===== src/tdq_pkg.sv =====
// Shared types and constants of the two-half teque unit.
// Depends on nothing; used by the controller, the datapath and the top level.
package tdq_pkg;

    // Element width
    localparam int unsigned DATA_W = 32;

    // Request kinds (carried in tuser of the request channel)
    localparam logic [1:0] ACT_PUSH_FRONT  = 2'd0;
    localparam logic [1:0] ACT_PUSH_BACK   = 2'd1;
    localparam logic [1:0] ACT_PUSH_MIDDLE = 2'd2;
    localparam logic [1:0] ACT_GET         = 2'd3;

    // Result status codes
    localparam logic [1:0] ST_OK    = 2'd0;
    localparam logic [1:0] ST_FULL  = 2'd1;
    localparam logic [1:0] ST_RANGE = 2'd2;

    // Controller to datapath commands
    typedef struct packed {
        logic load;    // capture the incoming request
        logic exec;    // decide, issue ring reads, update starts and counts
        logic commit;  // perform ring writes and load the result register
    } t_cmd;

endpackage


===== src/tdq_ctrl.sv =====
// Request sequencer of the teque: handshakes and the two-step request flow.
// Depends on tdq_pkg for the command struct.
module tdq_ctrl (
    input  logic          i_clk,
    input  logic          i_rst_n,
    input  logic          i_s_tvalid,
    output logic          o_s_tready,
    output logic          o_m_tvalid,
    input  logic          i_m_tready,
    output tdq_pkg::t_cmd o_cmd
);

    typedef enum logic [2:0] {
        S_IDLE = 3'b001,
        S_EXEC = 3'b010,
        S_WB   = 3'b100
    } t_state;

    t_state r_state, n_state;
    logic   r_out_valid, n_out_valid;
    logic   slot_free;
    logic   accept;
    logic   commit;

    // Result slot is free when empty or being drained this cycle
    assign slot_free  = !r_out_valid || i_m_tready;
    assign commit     = (r_state == S_WB) && slot_free;
    assign o_s_tready = (r_state == S_IDLE) || commit;
    assign accept     = i_s_tvalid && o_s_tready;

    // Next state
    always_comb begin
        n_state = r_state;
        unique case (r_state)
            S_IDLE: begin
                if (accept) n_state = S_EXEC;
            end
            S_EXEC: begin
                n_state = S_WB;
            end
            S_WB: begin
                if (commit) n_state = accept ? S_EXEC : S_IDLE;
            end
            default: begin
                n_state = S_IDLE;
            end
        endcase
    end

    // Result valid flag
    always_comb begin
        if (commit) begin
            n_out_valid = 1'b1;
        end else if (i_m_tready) begin
            n_out_valid = 1'b0;
        end else begin
            n_out_valid = r_out_valid;
        end
    end

    always_ff @(posedge i_clk) begin
        if (!i_rst_n) begin
            r_state     <= S_IDLE;
            r_out_valid <= 1'b0;
        end else begin
            r_state     <= n_state;
            r_out_valid <= n_out_valid;
        end
    end

    assign o_m_tvalid    = r_out_valid;
    assign o_cmd.load    = accept;
    assign o_cmd.exec    = (r_state == S_EXEC);
    assign o_cmd.commit  = commit;

    // A decision step is always followed by the write-back step, where the result is committed at once or after waiting
    a_commit_after_exec: assert property (@(posedge i_clk) disable iff (!i_rst_n)
        o_cmd.exec |=> (r_state == S_WB))
        else $error("decision step not followed by write-back");

    // A new result never overwrites one that is still held
    a_no_overwrite: assert property (@(posedge i_clk) disable iff (!i_rst_n)
        (r_out_valid && !i_m_tready) |-> !commit)
        else $error("result overwritten while stalled");

    // A held result stays offered until it is taken
    a_valid_hold: assert property (@(posedge i_clk) disable iff (!i_rst_n)
        (o_m_tvalid && !i_m_tready) |=> o_m_tvalid)
        else $error("result dropped before it was taken");

endmodule


===== config.mk =====
export PLATFORM = sky130hd
export DESIGN_NAME = tdq_ctrl
export DESIGN_NICKNAME = d
export VERILOG_FILES = /design/src/tdq_pkg.sv /design/src/tdq_ctrl.sv
export SDC_FILE = /design/constraint.sdc
export NUM_CORES = 1
export LEC_CHECK = 0
export BUFFER_PORTS_ARGS = -buffer_cell sky130_fd_sc_hd__buf_2
export CORE_AREA = 10 10 47 49
export CTS_BUF_LIST = sky130_fd_sc_hd__clkbuf_2
export DETAILED_ROUTE_END_ITERATION = 16
export DIE_AREA = 0 0 57 59
export MAX_ROUTING_LAYER = met4
export RECOVER_POWER = 100
export SYNTH_ARGS = -nofsm -noshare
export SYNTH_HDL_FRONTEND = slang
export SYNTH_SLANG_ARGS = --single-unit

===== constraint.sdc =====
create_clock -name i_clk -period 1.59 [get_ports i_clk]
set_clock_uncertainty 0.1 [all_clocks]
set_input_delay 0.159 -clock i_clk [delete_from_list [all_inputs] [get_ports i_clk]]
set_output_delay 0.159 -clock i_clk [all_outputs]
set_load 0.01 [all_outputs]

==> impl_metrics.json <==
{
  "mostFrequentLayoutCells": "5 x buf_2, 4 x clkbuf_1, 3 x nor3b_1, 3 x clkbuf_2",
  "critPathLaunchType": "flip-flop",
  "path_depth": 4,
  "nets": 40,
  "r2r_setup_slack_ns": 0.37,
  "startpoint": "r_state[0]",
  "cts_buffer_depth": 2,
  "hold_buffers": 0,
  "post_cts_resized": 0,
  "critPathKind": "reg -> out",
  "hold_viol_final": 0,
  "synth.largest_area_cell": "dfxtp_1",
  "leakage_nw": 0.118,
  "final_common_cell": "buf_2",
  "yosys.cell_types.count": 18,
  "setup-violations-final": 0,
  "seq_area_um2": 82.6,
  "powerDensity_mw_per_mm2": 813,
  "grt_max_degree": 9,
  "postRouteAntennaNets": 0,
  "synth_top_area_share_pct": 31.7,
  "place_congestion": 0.639,
  "port_buffers": 8,
  "synth_nets": 28,
  "cts_tree": "yes",
  "vias": 210,
  "cp_max_fo": 5,
  "cts_root_buf": "clkbuf_2",
  "syn_area_um2": 253,
  "antenna_found_initial": 0,
  "grt_pass1_wl_um": 855,
  "synth_compound_area_share_pct": 19.8,
  "grt_overflow": 0,
  "synthSimpleGateAreaFrac_pct": 41.1,
  "synth.area.mux_share_pct": 0,
  "clk_pin_slew_ns": 0.05,
  "cts_setup_buffers": 0,
  "crit_family": "flip-flops",
  "cts_sinks": 4,
  "die_h_um": 59,
  "die_w_um": 57,
  "via_per_inst": 4.20,
  "multi_input_area_um2": 136,
  "clock_latency_ns": 0.21,
  "start_util_pct": 18.0,
  "rsz0062_at_grt": "no",
  "dp.cells": 47,
  "io_pins": 9,
  "drc": 0,
  "worst_path_max_delay_cell": "dfxtp_2",
  "critical_path_required_ns": 1.33,
  "timing.rr.start": "o_m_tvalid",
  "worst-r2r-cell-count": 4,
  "htreeDepth": 1,
  "finalCritPeriodShare_pct": 94.0,
  "holdPathStages": 2,
  "drt-pass1-iter-count": 2,
  "slew_violations": 0,
  "coreArea_mm2": 0.00140,
  "grt_pass1_vias": 220,
  "drt_iter0_drc": 2,
  "final_cells": 50,
  "routed_wl_um": 561,
  "cts_buffers": 3,
  "max-vdd-ir-drop_uv": 232,
  "cp_cell_sequence": "nand2b_2, o21ba_4, nor3b_1, buf_2",
  "ys_ff_latch": 4,
  "dieArea_mm2": 0.00336,
  "outcome": "finished, final reports clean",
  "num-fill-cells": 167,
  "crit_buf_inv": 1,
  "synth_cells": 24,
  "worst_pin_slew_ns": 0.238,
  "areaGrowthSynthToFinish_pct": 17.8,
  "hold_path_class": "in -> reg",
  "rows": 14,
  "hp-start": "i_rst_n",
  "cp-end-kind": "output pin",
  "synth_top_family_by_area": "simple AND/OR/NAND/NOR gates",
  "post_synth.cell_area_avg_um2": 10.5,
  "synth_xor_area_share_pct": 0,
  "hpwl_um": 444,
  "fmax_ghz": 0.669,
  "critical-path-max-stage-delay_ns": 0.33,
  "grt_usage_pct": 3.68,
  "period_minus_slack_ns": 1.49,
  "synth_fa_ha_area_share_pct": 0,
  "max-slew-margin-rel_pct": 84.1,
  "routedWlPerCell_um": 11.2,
  "synthTopCellsByArea": "dfxtp_1 32%, nor4bb_4 9.9%, o21ba_4 6.4%",
  "arrival_ns": 1.23,
  "maxCapViolCount": 0,
  "n_antenna_cell": 0,
  "yosysSeqAreaShare_pct": 31.7,
  "drive_gt1_share_pct": 41.2,
  "synth_warnings": 0,
  "setup_tns_ns": 0
}
[cell families after synthesis]
group                  Yosys count
AOI/OAI and AO/OA                6
buffers and inverters            3
DFF                              4
and+or+nand+nor                 11
[worst reg2reg max path: stages (launching register included)]
cell,delay (ns)
dfxtp_1,0.33
nor2b_1,0.22
clkbuf_1,0.17
o21ai_0,0.09
a21bo_1,0.20
[stage by stage]
step / hold slack [ns] / power, W / util, % / setup WS, ns / instance area, µm²
finish: 0.107 / 0.000242 / 21.3 / 0.0961 / 298
global route: 0.114 / 0.000252 / 21.3 / 0.0275 / 298
CTS: 0.0960 / 0.000255 / 22.9 / 0.0138 / 320
detailed placement: 0.327 / 0.000156 / 21.8 / 0.262 / 305
global placement: 0.321 / 0.000155 / 21.8 / 0.268 / 305
floorplan: 0.177 / 0.000144 / - / 0.299 / 253
[per-layer routing]
layer	vias up	routed length [µm]	GRT usage [%]
met5	-	0	-
met4	0	0	5.03
met3	0	25	1.93
met2	4	286	5.27
met1	99	249	2.95
li1	107	-	-
[cell usage after synthesis, drive strengths merged]
| library cell | number |
|---|---|
| a21bo | 1 |
| a31oi | 1 |
| and3b | 1 |
| buf | 2 |
| dfxtp | 4 |
| inv | 1 |
| nand2b | 1 |
| nand4bb | 1 |
| nor2 | 1 |
| nor2b | 2 |
| nor3 | 1 |
| nor3b | 3 |
| nor4bb | 1 |
| o21a | 1 |
| o21ai | 2 |
| o21ba | 1 |
[area by class of cell]
type / instances / share of cell area [%]
Inverter: 1 / 1.26
Multi-Input combinational cell: 17 / 45.8
Sequential cell: 4 / 27.7
Clock buffer: 3 / 5.04
Tap cell: 16 / 6.72
Timing Repair Buffer: 9 / 13.4
[path summary, 6_finish.rpt]
| check | end |
|---|---|
| worst max-delay path | o_cmd[2] |
| worst min-delay path | o_m_tvalid |
| worst max register to register | r_state[0] |
| worst min register to register | r_state[1] |
[report_power, final]
group | leakage (nW) | internal [W] | switching (W)
Sequential | 0.0329 | 0.000105 | 0.00000589
Combinational | 0.0732 | 0.0000209 | 0.0000153
Clock | 0.0125 | 0.0000508 | 0.0000440
[flip-flops by register name, summed over array words and instances, names as in the netlist]
signal and cells:
o_m_tvalid 1, r_state 3
Note: power is estimated with default switching activity, not from simulation.
